<file path="config.mk">
export PLATFORM = sky130hd
export DESIGN_NAME = tamper_vibration_door_monitor
export DESIGN_NICKNAME = d
export VERILOG_FILES = /design/src/rtl/core/tvdm_pkg.sv /design/src/rtl/core/tvdm_vib.sv /design/src/rtl/core/tvdm_door.sv /design/src/rtl/core/tamper_vibration_door_monitor.sv
export SDC_FILE = /design/constraint.sdc
export NUM_CORES = 1
export LEC_CHECK = 0
export ABC_AREA = 1
export BUFFER_PORTS_ARGS = -buffer_cell sky130_fd_sc_hd__buf_2
export CAP_MARGIN = 20
export CORE_UTILIZATION = 63
export DETAILED_ROUTE_END_ITERATION = 12
export PLACE_DENSITY = 0.82
export RECOVER_POWER = 25
export REMOVE_ABC_BUFFERS = 1
export SLEW_MARGIN = 20
export SYNTH_ARGS = -nofsm -noshare
export SYNTH_HDL_FRONTEND = slang
export SYNTH_HIERARCHICAL = 1
export SYNTH_SLANG_ARGS = --single-unit
</file>
<file path="constraint.sdc">
create_clock -name clk -period 16 [get_ports clk]
set_input_delay 3.2 -clock clk [delete_from_list [all_inputs] [get_ports clk]]
set_output_delay 3.2 -clock clk [all_outputs]
set_load 0.01 [all_outputs]
</file>
<file path="src/rtl/core/tvdm_pkg.sv">
// Shared types and constants for the tamper / vibration / door monitor.
// No dependencies; used by every module in rtl/core.
package tvdm_pkg;

  localparam int TIME_BITS_DEF  = 32;
  localparam int COUNT_BITS_DEF = 8;

  // Configuration register map
  localparam int CFG_IDX_W  = 2;
  localparam int CFG_DATA_W = 32;
  localparam logic [CFG_IDX_W-1:0] REG_BURST_THRESHOLD = 2'd0;
  localparam logic [CFG_IDX_W-1:0] REG_BURST_WINDOW    = 2'd1;
  localparam logic [CFG_IDX_W-1:0] REG_VIB_HOLDOFF     = 2'd2;
  localparam logic [CFG_IDX_W-1:0] REG_INTR_HOLDOFF    = 2'd3;

  // Register reset values
  localparam logic [7:0]  THRESHOLD_RST = 8'd12;
  localparam logic [15:0] WINDOW_RST    = 16'd2000;
  localparam logic [31:0] HOLDOFF_RST   = 32'd10000;

  // Stream payload widths (padded to whole bytes)
  localparam int IN_DATA_W  = 40;
  localparam int OUT_DATA_W = 16;

  typedef enum logic [1:0] {
    MODE_LOCKED = 2'd0,
    MODE_OPEN   = 2'd1,
    MODE_ALARM  = 2'd2
  } mode_t;

  typedef enum logic [1:0] {
    EVT_NONE   = 2'd0,
    EVT_UNLOCK = 2'd1,
    EVT_UNAUTH = 2'd2,
    EVT_LOCK   = 2'd3
  } door_event_t;

  typedef struct packed {
    logic        clear_auth;
    logic        open;
    logic        alarm;
    mode_t       mode;
    door_event_t evt;
  } door_result_t;

endpackage

</file>
<file path="src/rtl/core/tvdm_vib.sv">
// Vibration burst detector: falling-edge counter, window and alert holdoff.
// Depends on tvdm_pkg.
module tvdm_vib #(
  parameter int TIME_BITS  = tvdm_pkg::TIME_BITS_DEF,
  parameter int COUNT_BITS = tvdm_pkg::COUNT_BITS_DEF
) (
  input  logic                  clk,
  input  logic                  rst,
  input  logic                  en,
  input  logic                  vib_level,
  input  logic [TIME_BITS-1:0]  now,
  input  logic [7:0]            threshold,
  input  logic [15:0]           window,
  input  logic [31:0]           holdoff,
  output logic                  alert,
  output logic [COUNT_BITS-1:0] count_next
);

  localparam int CW = (COUNT_BITS > 8)  ? COUNT_BITS : 8;
  localparam int TW = (TIME_BITS > 32)  ? TIME_BITS  : 32;
  localparam logic [COUNT_BITS-1:0] COUNT_MAX = {COUNT_BITS{1'b1}};

  logic                  prev_vib;
  logic [COUNT_BITS-1:0] edges;
  logic [TIME_BITS-1:0]  burst_start;
  logic [TIME_BITS-1:0]  last_alert;

  logic                  edge_seen;
  logic [COUNT_BITS-1:0] edges_inc;
  logic [TIME_BITS-1:0]  burst_start_next;
  logic [TIME_BITS-1:0]  last_alert_next;
  logic [TIME_BITS-1:0]  burst_el;
  logic [TIME_BITS-1:0]  alert_el;
  logic                  hit;

  always_comb begin
    edge_seen = prev_vib & ~vib_level;
    edges_inc = (edge_seen && (edges != COUNT_MAX)) ? edges + COUNT_BITS'(1) : edges;
    burst_start_next = (edge_seen && (edges == '0)) ? now : burst_start;
    burst_el = now - burst_start_next;
    alert_el = now - last_alert;
    hit = (CW'(edges_inc) >= CW'(threshold)) && (TW'(burst_el) < TW'(window));
    alert = hit && (TW'(alert_el) > TW'(holdoff));
    last_alert_next = alert ? now : last_alert;
    // drop the count on a burst hit or once the window has run out
    if (hit || (TW'(burst_el) > TW'(window))) begin
      count_next = '0;
    end else begin
      count_next = edges_inc;
    end
  end

  always_ff @(posedge clk) begin
    if (rst) begin
      prev_vib    <= 1'b1;
      edges       <= '0;
      burst_start <= '0;
      last_alert  <= '0;
    end else if (en) begin
      prev_vib    <= vib_level;
      edges       <= count_next;
      burst_start <= burst_start_next;
      last_alert  <= last_alert_next;
    end
  end

endmodule

</file>
<file path="src/rtl/core/tvdm_door.sv">
// Door transition logic: confirmed open/close, intrusion holdoff, safe mode.
// Depends on tvdm_pkg.
module tvdm_door #(
  parameter int TIME_BITS = tvdm_pkg::TIME_BITS_DEF
) (
  input  logic                   clk,
  input  logic                   rst,
  input  logic                   en,
  input  logic                   door_level,
  input  logic                   recheck_level,
  input  logic                   auth,
  input  logic [TIME_BITS-1:0]   now,
  input  logic [31:0]            holdoff,
  input  logic                   vib_alert,
  output tvdm_pkg::door_result_t res
);

  localparam int TW = (TIME_BITS > 32) ? TIME_BITS : 32;

  logic                 prev_door;
  logic [TIME_BITS-1:0] last_intr;
  logic                 intr_reported;
  logic                 lock_reported;
  tvdm_pkg::mode_t      mode;
  logic                 alarm;
  logic                 open;

  logic                 prev_door_next;
  logic [TIME_BITS-1:0] last_intr_next;
  logic                 intr_reported_next;
  logic                 lock_reported_next;
  logic [TIME_BITS-1:0] intr_el;
  logic                 changed;

  always_comb begin
    intr_el            = now - last_intr;
    changed            = (door_level != prev_door) && (recheck_level != prev_door);
    prev_door_next     = prev_door;
    last_intr_next     = last_intr;
    intr_reported_next = intr_reported;
    lock_reported_next = lock_reported;
    res.evt            = tvdm_pkg::EVT_NONE;
    res.clear_auth     = 1'b0;
    res.open           = open;
    res.alarm          = alarm | vib_alert;
    res.mode           = vib_alert ? tvdm_pkg::MODE_ALARM : mode;
    // door decision is taken after the vibration alert, so it wins on mode
    if (changed) begin
      prev_door_next = recheck_level;
      if (recheck_level) begin
        res.open           = 1'b1;
        lock_reported_next = 1'b0;
        if (auth) begin
          res.mode = tvdm_pkg::MODE_OPEN;
          res.evt  = tvdm_pkg::EVT_UNLOCK;
        end else if (!intr_reported && (TW'(intr_el) > TW'(holdoff))) begin
          intr_reported_next = 1'b1;
          last_intr_next     = now;
          res.mode           = tvdm_pkg::MODE_ALARM;
          res.evt            = tvdm_pkg::EVT_UNAUTH;
          res.alarm          = 1'b1;
        end
      end else begin
        res.open           = 1'b0;
        res.alarm          = 1'b0;
        res.clear_auth     = 1'b1;
        intr_reported_next = 1'b0;
        if (!lock_reported) begin
          lock_reported_next = 1'b1;
          res.mode           = tvdm_pkg::MODE_LOCKED;
          res.evt            = tvdm_pkg::EVT_LOCK;
        end
      end
    end
  end

  always_ff @(posedge clk) begin
    if (rst) begin
      prev_door     <= 1'b0;
      last_intr     <= '0;
      intr_reported <= 1'b0;
      lock_reported <= 1'b0;
      mode          <= tvdm_pkg::MODE_LOCKED;
      alarm         <= 1'b0;
      open          <= 1'b0;
    end else if (en) begin
      prev_door     <= prev_door_next;
      last_intr     <= last_intr_next;
      intr_reported <= intr_reported_next;
      lock_reported <= lock_reported_next;
      mode          <= res.mode;
      alarm         <= res.alarm;
      open          <= res.open;
    end
  end

endmodule

</file>
<file path="src/rtl/core/tamper_vibration_door_monitor.sv">
// Tamper / vibration / door monitor, top level.
// Pipeline: input register, then result register; the step logic between them sets the clock.
// Throughput: one poll per cycle while the sink keeps m_tready high.
// Reset (rst, synchronous): both register stages empty, configuration back to defaults,
// monitor state back to idle (door closed, mode locked, no alarm, count zero).
// Depends on tvdm_pkg, tvdm_vib, tvdm_door.
module tamper_vibration_door_monitor #(
  parameter int TIME_BITS  = tvdm_pkg::TIME_BITS_DEF,
  parameter int COUNT_BITS = tvdm_pkg::COUNT_BITS_DEF
) (
  input  logic                            clk,
  input  logic                            rst,
  // configuration write port
  input  logic                            cfg_we,
  input  logic [tvdm_pkg::CFG_IDX_W-1:0]  cfg_index,
  input  logic [tvdm_pkg::CFG_DATA_W-1:0] cfg_data,
  // poll input
  input  logic                            s_tvalid,
  output logic                            s_tready,
  // [0] vibration_level, [1] door_level, [2] door_recheck_level,
  // [3] auth_granted, [35:4] now_ms, [39:36] zero
  input  logic [tvdm_pkg::IN_DATA_W-1:0]  s_tdata,
  // result output
  output logic                            m_tvalid,
  input  logic                            m_tready,
  // [0] vibration_alert, [2:1] door_event, [4:3] safe_mode, [5] alarm_active,
  // [6] door_is_open, [7] clear_authorization, [15:8] edge_count
  output logic [tvdm_pkg::OUT_DATA_W-1:0] m_tdata
);

  localparam int EW = (COUNT_BITS > 8) ? COUNT_BITS : 8;

  // configuration registers
  logic [7:0]  burst_threshold;
  logic [15:0] burst_window;
  logic [31:0] vib_holdoff;
  logic [31:0] intr_holdoff;

  always_ff @(posedge clk) begin
    if (rst) begin
      burst_threshold <= tvdm_pkg::THRESHOLD_RST;
      burst_window    <= tvdm_pkg::WINDOW_RST;
      vib_holdoff     <= tvdm_pkg::HOLDOFF_RST;
      intr_holdoff    <= tvdm_pkg::HOLDOFF_RST;
    end else if (cfg_we) begin
      case (cfg_index)
        tvdm_pkg::REG_BURST_THRESHOLD: burst_threshold <= cfg_data[7:0];
        tvdm_pkg::REG_BURST_WINDOW:    burst_window    <= cfg_data[15:0];
        tvdm_pkg::REG_VIB_HOLDOFF:     vib_holdoff     <= cfg_data;
        tvdm_pkg::REG_INTR_HOLDOFF:    intr_holdoff    <= cfg_data;
        default: ;
      endcase
    end
  end

  // input register
  logic                 in_valid;
  logic                 in_vib;
  logic                 in_door;
  logic                 in_recheck;
  logic                 in_auth;
  logic [31:0]          in_now;
  logic [TIME_BITS-1:0] now_t;
  logic                 advance;

  assign advance  = in_valid && (!m_tvalid || m_tready);
  assign s_tready = !in_valid || advance;
  assign now_t    = TIME_BITS'(in_now);

  always_ff @(posedge clk) begin
    if (rst) begin
      in_valid <= 1'b0;
    end else if (s_tready) begin
      in_valid <= s_tvalid;
    end
  end

  always_ff @(posedge clk) begin
    if (s_tvalid && s_tready) begin
      in_vib     <= s_tdata[0];
      in_door    <= s_tdata[1];
      in_recheck <= s_tdata[2];
      in_auth    <= s_tdata[3];
      in_now     <= s_tdata[35:4];
    end
  end

  // step logic
  logic                   vib_alert;
  logic [COUNT_BITS-1:0]  count_next;
  tvdm_pkg::door_result_t door_res;
  logic [EW-1:0]          count_ext;

  tvdm_vib #(
    .TIME_BITS  (TIME_BITS),
    .COUNT_BITS (COUNT_BITS)
  ) u_vib (
    .clk        (clk),
    .rst        (rst),
    .en         (advance),
    .vib_level  (in_vib),
    .now        (now_t),
    .threshold  (burst_threshold),
    .window     (burst_window),
    .holdoff    (vib_holdoff),
    .alert      (vib_alert),
    .count_next (count_next)
  );

  tvdm_door #(
    .TIME_BITS (TIME_BITS)
  ) u_door (
    .clk           (clk),
    .rst           (rst),
    .en            (advance),
    .door_level    (in_door),
    .recheck_level (in_recheck),
    .auth          (in_auth),
    .now           (now_t),
    .holdoff       (intr_holdoff),
    .vib_alert     (vib_alert),
    .res           (door_res)
  );

  assign count_ext = EW'(count_next);

  // result register
  always_ff @(posedge clk) begin
    if (rst) begin
      m_tvalid <= 1'b0;
    end else if (advance) begin
      m_tvalid <= 1'b1;
    end else if (m_tready) begin
      m_tvalid <= 1'b0;
    end
  end

  always_ff @(posedge clk) begin
    if (advance) begin
      m_tdata <= {count_ext[7:0], door_res.clear_auth, door_res.open, door_res.alarm,
                  door_res.mode, door_res.evt, vib_alert};
    end
  end

endmodule

</file>
# Word-level counts from Yosys, hierarchy flattened
# Index checks and enable logic that the tools add are counted.
[totals] ff_bits=254 inputBits=79 output_inout_bits=18 word_cells=86
[op_classes] add_sub_neg=4 n_lt_le_gt_ge=5 eq_ne=8 mux=16 bitwise_logic=4 reduce_logical=25
[op_table] operator="subtractor 32 bit" n=3
[op_table] operator="> comparator 32 bit" n=2
[op_table] operator="> comparator 32 x 16 -> 1 bit" n=1
[op_table] operator="less-than comparator 32 x 16 -> 1 bit" n=1
[op_table] operator="two-way mux 32 bit" n=1
[op_table] operator="two-way mux 8 bit" n=2
[op_table] operator="two-way mux 6 bit" n=2
[op_table] operator="AND reduction 2 bit" n=6
[op_table] operator="adder 8 x 1 -> 8 bit (second input constant)" n=1
[op_table] operator="greater-or-equal comparator 8 bit" n=1
[op_table] operator="logical AND 1 bit" n=8
[op_table] operator="logical NOT 8 bit" n=1
[op_table] operator="two-way mux 4 bit" n=2
[op_table] operator="!= test 8 bit (second input constant)" n=1
[op_table] operator="two-way mux 1 bit" n=7
[op_table] operator="two-way mux 5 bit" n=1
[op_table] operator="AND reduction 5 bit" n=1
[op_table] operator="equality test 2 bit (second input constant)" n=2
[op_table] operator="AND reduction 4 bit" n=1
[op_table] operator="logical NOT 1 bit" n=3
[op_table] operator="logical OR 1 bit" n=3
[op_table] operator="equality test 2 x 1 -> 1 bit (second input constant)" n=1
[op_table] operator="logical NOT 2 bit" n=1
[op_table] operator="two-way mux 2 bit" n=1
[op_table] operator="other kinds (7)" n=9

# Depth between registers and ports, before layout
[logic_depth] word_depth=13 depth_mapped=36 ltp_nobuf=34

# Modules after synthesis
# The synthesis kept the hierarchy.
[by_module_without_submodules] module="tvdm_vib" instances=1 cells_per_inst=1447 area_per_inst_um2=9071.2 seq_area_each_um2=1461.4
[by_module_without_submodules] module="tamper_vibration_door_monitor" instances=1 cells_per_inst=596 area_per_inst_um2=5156.2 seq_area_each_um2=3363.2
[by_module_without_submodules] module="tvdm_door" instances=1 cells_per_inst=696 area_per_inst_um2=4277.9 seq_area_each_um2=780.7

# Worst setup path before layout
# Ideal clock, no wire load.
[synth_path] path_type="input to output" startpoint="input port m_tready" endpoint="output port s_tready" t_arrival_ps=3404 required_ps=12800 path_slack_ps=9396 path_stages=2 path_buffers=0 path_cell_list="inv_1 nand3_1"
[synth_between] elab_chain_cells=3
[synth_lines] item="start: declaration" line_no="tamper_vibration_door_monitor.sv:25" source="input logic m_tready,"
[synth_lines] item="logical OR 1 bit" line_no="tamper_vibration_door_monitor.sv:66" source="assign advance = in_valid && (!m_tvalid || m_tready);"
[synth_lines] item="logical AND 1 bit" line_no="tamper_vibration_door_monitor.sv:66"
[synth_lines] item="logical OR 1 bit" line_no="tamper_vibration_door_monitor.sv:67" source="assign s_tready = !in_valid || advance;"
[synth_lines] item="end: declaration" line_no="tamper_vibration_door_monitor.sv:19" source="output logic s_tready,"
# Every way passes these cells.

# Final worst setup path
[layout_path] startpoint="input port m_tready" endpoint="register u_vib.burst_start[2]"
[layout_between] elab_chain_cells=2
[layout_lines] item="logical OR 1 bit" line_no="tamper_vibration_door_monitor.sv:66"
[layout_lines] item="logical AND 1 bit" line_no="tamper_vibration_door_monitor.sv:66"
[layout_lines] item="net advance" line_no="tamper_vibration_door_monitor.sv:64" source="logic advance;"
[layout_lines] item="end signal: assignment" line_no="tvdm_vib.sv:62" source="burst_start <= burst_start_next;"
[layout_lines] item="end: declaration" line_no="tvdm_vib.sv:25" source="logic [TIME_BITS-1:0] burst_start;"
# The timed path passes the listed nets, and every way through them passes these cells.
# A chain may end at the register's enable or synchronous reset.

==> out/metrics.json <==
{
  "status": "finished with violations",
  "violations": "max-capacitance violations, max-slew violations",
  "grt_max_degree": 82,
  "endpoint_class_of_the_critical_path": "register",
  "gp_congestion": 0.959,
  "syn2layout_area_growth_pct": 8.15,
  "detail_route.drc_violations": 0,
  "yosys_most_used_dff": "dfxtp_1",
  "final.min_clock_period_ns": 7.20,
  "hold_ws_ns": 0.463,
  "die_height_um": 173,
  "ys_seq_elements": 254,
  "num_antenna_cells": 0,
  "cts_post_setup_buffers_inserted": 0,
  "power_per_cell_area_nw_per_um2": 95.4,
  "skew_ns": 0.0129,
  "place_hpwl_mm": 37.3,
  "core_area_um2": 28800,
  "start_kind": "input port",
  "cp_max_fo": 30,
  "layout.cells.non_filler": 3204,
  "async_reset_ff_share_pct": 0,
  "fin_tns_setup_ns": 0,
  "cts-buffers-inserted": 28,
  "hold_path_class": "reg -> reg",
  "post-route-util_pct": 69.5,
  "ys.warnings.count": 6,
  "routed_via_density": 5.48,
  "dpl_worst_slack_ns": 9.07,
  "dr_wl_met3_mm": 3.11,
  "tot_gr_track_use_pct": 32.5,
  "die-area_um2": 30100,
  "r2r_depth": 30,
  "endpoints_failing_hold": 0,
  "root_buffer": "clkbuf_16",
  "final_nets": 3052,
  "floorplan.die.width_um": 173,
  "holdPathEnd": "u_vib/last_alert[25]$_SDFFE_PP0P_",
  "grt_pass1_wl_mm": 80.0,
  "irDropWorstVdd_mv": 0.0830,
  "clock_tree.htree_level_count": 1,
  "regToRegEndpoint": "u_door/mode[0]$_SDFFE_PP0P_",
  "starting_utilization_of_the_core_area_pct": 64.3,
  "aggregate_global_routing_overflow": 0,
  "drt-pass1-iter-count": 5,
  "finalWirelength_mm": 49.2,
  "clock_sinks": 254,
  "cts-resized-gates": 0,
  "holdCritStartpoint": "u_vib/last_alert[25]$_SDFFE_PP0P_",
  "setup.reg_to_reg.worst_slack_ns": 8.85,
  "detail-route-antenna-nets": 0,
  "final_layout_size_suffix_gt1_share_pct": 7.59,
  "clk_pin_slew_worst_paths_ns": 0.06,
  "worstPathArrival_ns": 7.70,
  "postCtsHoldBufs": 0,
  "min_period_over_period_pct": 45.0,
  "post_synth_instance_area_um2": 18500,
  "synth_edf_count": 52,
  "hold_path_depth": 2,
  "count_of_standard_cell_rows": 62,
  "ioPinCount": 97,
  "top_signal_layer_used": "met4",
  "syn_inst": 2739,
  "synthesis.area_per_instance_um2": 6.76,
  "required_ns": 16.50,
  "crit_path_top_delay_cell": "a21oi_1",
  "timing.critical_path.cells": "buf_2, inv_1, a21oi_1, clkinv_1, a21oi_1, o21ai_0, inv_1",
  "routed-wl-met2_mm": 22.3,
  "number_of_global_route_vias_before_repair": 16600,
  "wire_per_inst_um": 15.4,
  "finalMaxSlewViolations": 189,
  "crit-reg2reg-launch": "in_now[0]$_DFFE_PP_",
  "setup_viol_count_final": 0,
  "max-slew-margin-rel_pct": -81.8,
  "routed-via-count": 17600,
  "rsz_0062_raised_after_global_routing": "false",
  "antenna_found_initial": 0,
  "max_cap_viol_count": 4,
  "synth.yosys.seq_area_share_pct": 30.3,
  "metal_1_wl_mm": 21.8,
  "path_class": "in -> reg",
  "portBuffers": 92,
  "cp_slowest_stage_delay_ns": 1.94,
  "tritoncts": "yes",
  "cts.path.max_buffers": 3,
  "final.setup.worst_slack_ns": 8.80,
  "drtIter0Drc": 1497,
  "clock_latency_ns": 0.55,
  "max_freq_ghz": 0.139,
  "dp_cells": 3152,
  "power.leakage_nw": 9.89,
  "tightestPinTransition_ns": 2.73,
  "synth_cell_type_count": 53
}
## per-stage QoR
step | area (um^2) | total power [W]
after detailed placement | 19100 | 0.00125
after CTS | 20100 | 0.00191
final | 20000 | 0.00191
after floorplan | 18100 | 0.00111
after global routing | 20000 | 0.00201
after global placement | 19100 | 0.00123
## state kept, by name, indices dropped and copies added, names as in the netlist, 2 cells and up
name               flops
burst_window          16
burst_threshold        8
u_vib/burst_start     32
in_now                32
u_vib/edges            8
u_door/last_intr      32
u_vib/last_alert      32
intr_holdoff          32
vib_holdoff           32
m_tdata               16
u_door/mode            2
## logic make-up after synthesis
| kind of cell | synth area share (%) |
|---|---|
| compound gates | 11.9 |
| xor+xnor | 3.74 |
| fa+ha+maj | 11.9 |
| buf+inv | 12.2 |
| flops | 30.3 |
| mux | 0.920 |
| simple gates | 29.1 |
## layout by cell type, fill, tap and decap left out, drive strengths merged
cell type and n:
a211oi 4, a21boi 8, a21o 7, a21oi 215, a221oi 2, a31oi 10
a32oi 1, and3 3, buf 85, bufinv 2, clkbuf 49, clkinv 13
clkinvlp 3, dfxtp 202, edfxtp 52, fa 2, ha 173, inv 493
mux2i 17, nand2 664, nand3 132, nand3b 2, nand4 55, nor2 353
nor2b 1, nor3 30, nor3b 2, nor4 8, o2111ai 1, o211a 1
o211ai 23, o21a 11, o21ai 101, o21bai 8, o221ai 5, or2 3
xnor2 28, xor2 51
## routing by layer
metal,track usage [%],vias to the layer above
li1,-,8852
met4,12.6,0
met5,0,-
met3,3.57,113
met1,42.5,7947
met2,55.1,652
## Yosys cell counts (15+ instances only)
cell,count,area (um^2)
inv_2,15,56.3
edfxtp_1,52,1560
o21ai_0,94,470
nand3_2,21,210
dfxtp_1,202,4040
ha_1,173,2160
nor2_1,338,1270
inv_1,476,1790
mux2i_1,17,170
a21oi_1,213,1070
nor3_1,28,140
nand2_1,644,2420
nand3_1,110,551
buf_2,18,90.1
clkbuf_1,30,113
xor2_1,51,447
nand2_2,17,106
nand4_1,54,338
o211ai_1,23,173
xnor2_1,28,245
## cell type report
cell class	count	area [um^2]
Clock inverter	18	160
Fill cell	2548	8770
Tap cell	384	480
Inverter	493	1850
Multi-Input combinational cell	1921	10600
Clock buffer	34	774
Timing Repair Buffer	100	494
Sequential cell	254	5610
## power by group
group	total (W)	switching, W	leakage [nW]	internal, W
Clock	0.000660	0.000282	0.458	0.000378
Sequential	0.000711	0.0000267	2.16	0.000684
Combinational	0.000538	0.000351	7.28	0.000186
## worst max path at each step
stage                  start                                 to  slack, ns  cells past startpoint
floorplan           m_tready  u_vib/burst_start[0]$_SDFFE_PP0P_       5.89                      5
global placement    m_tready                           s_tready       9.11                      4
detailed placement  m_tready                           s_tready       9.07                      4
CTS                 m_tready                           s_tready       9.07                      4
global route        m_tready  u_vib/burst_start[1]$_SDFFE_PP0P_       8.43                      7
finish              m_tready  u_vib/burst_start[2]$_SDFFE_PP0P_       8.80                      7
## worst max-delay path, delay by kind of cell
family / cells / cell delay [ns]
AOI/OAI and AO/OA: 3 / 2.55
buffers and inverters: 4 / 1.92
Power figures use the tool's default switching activity.
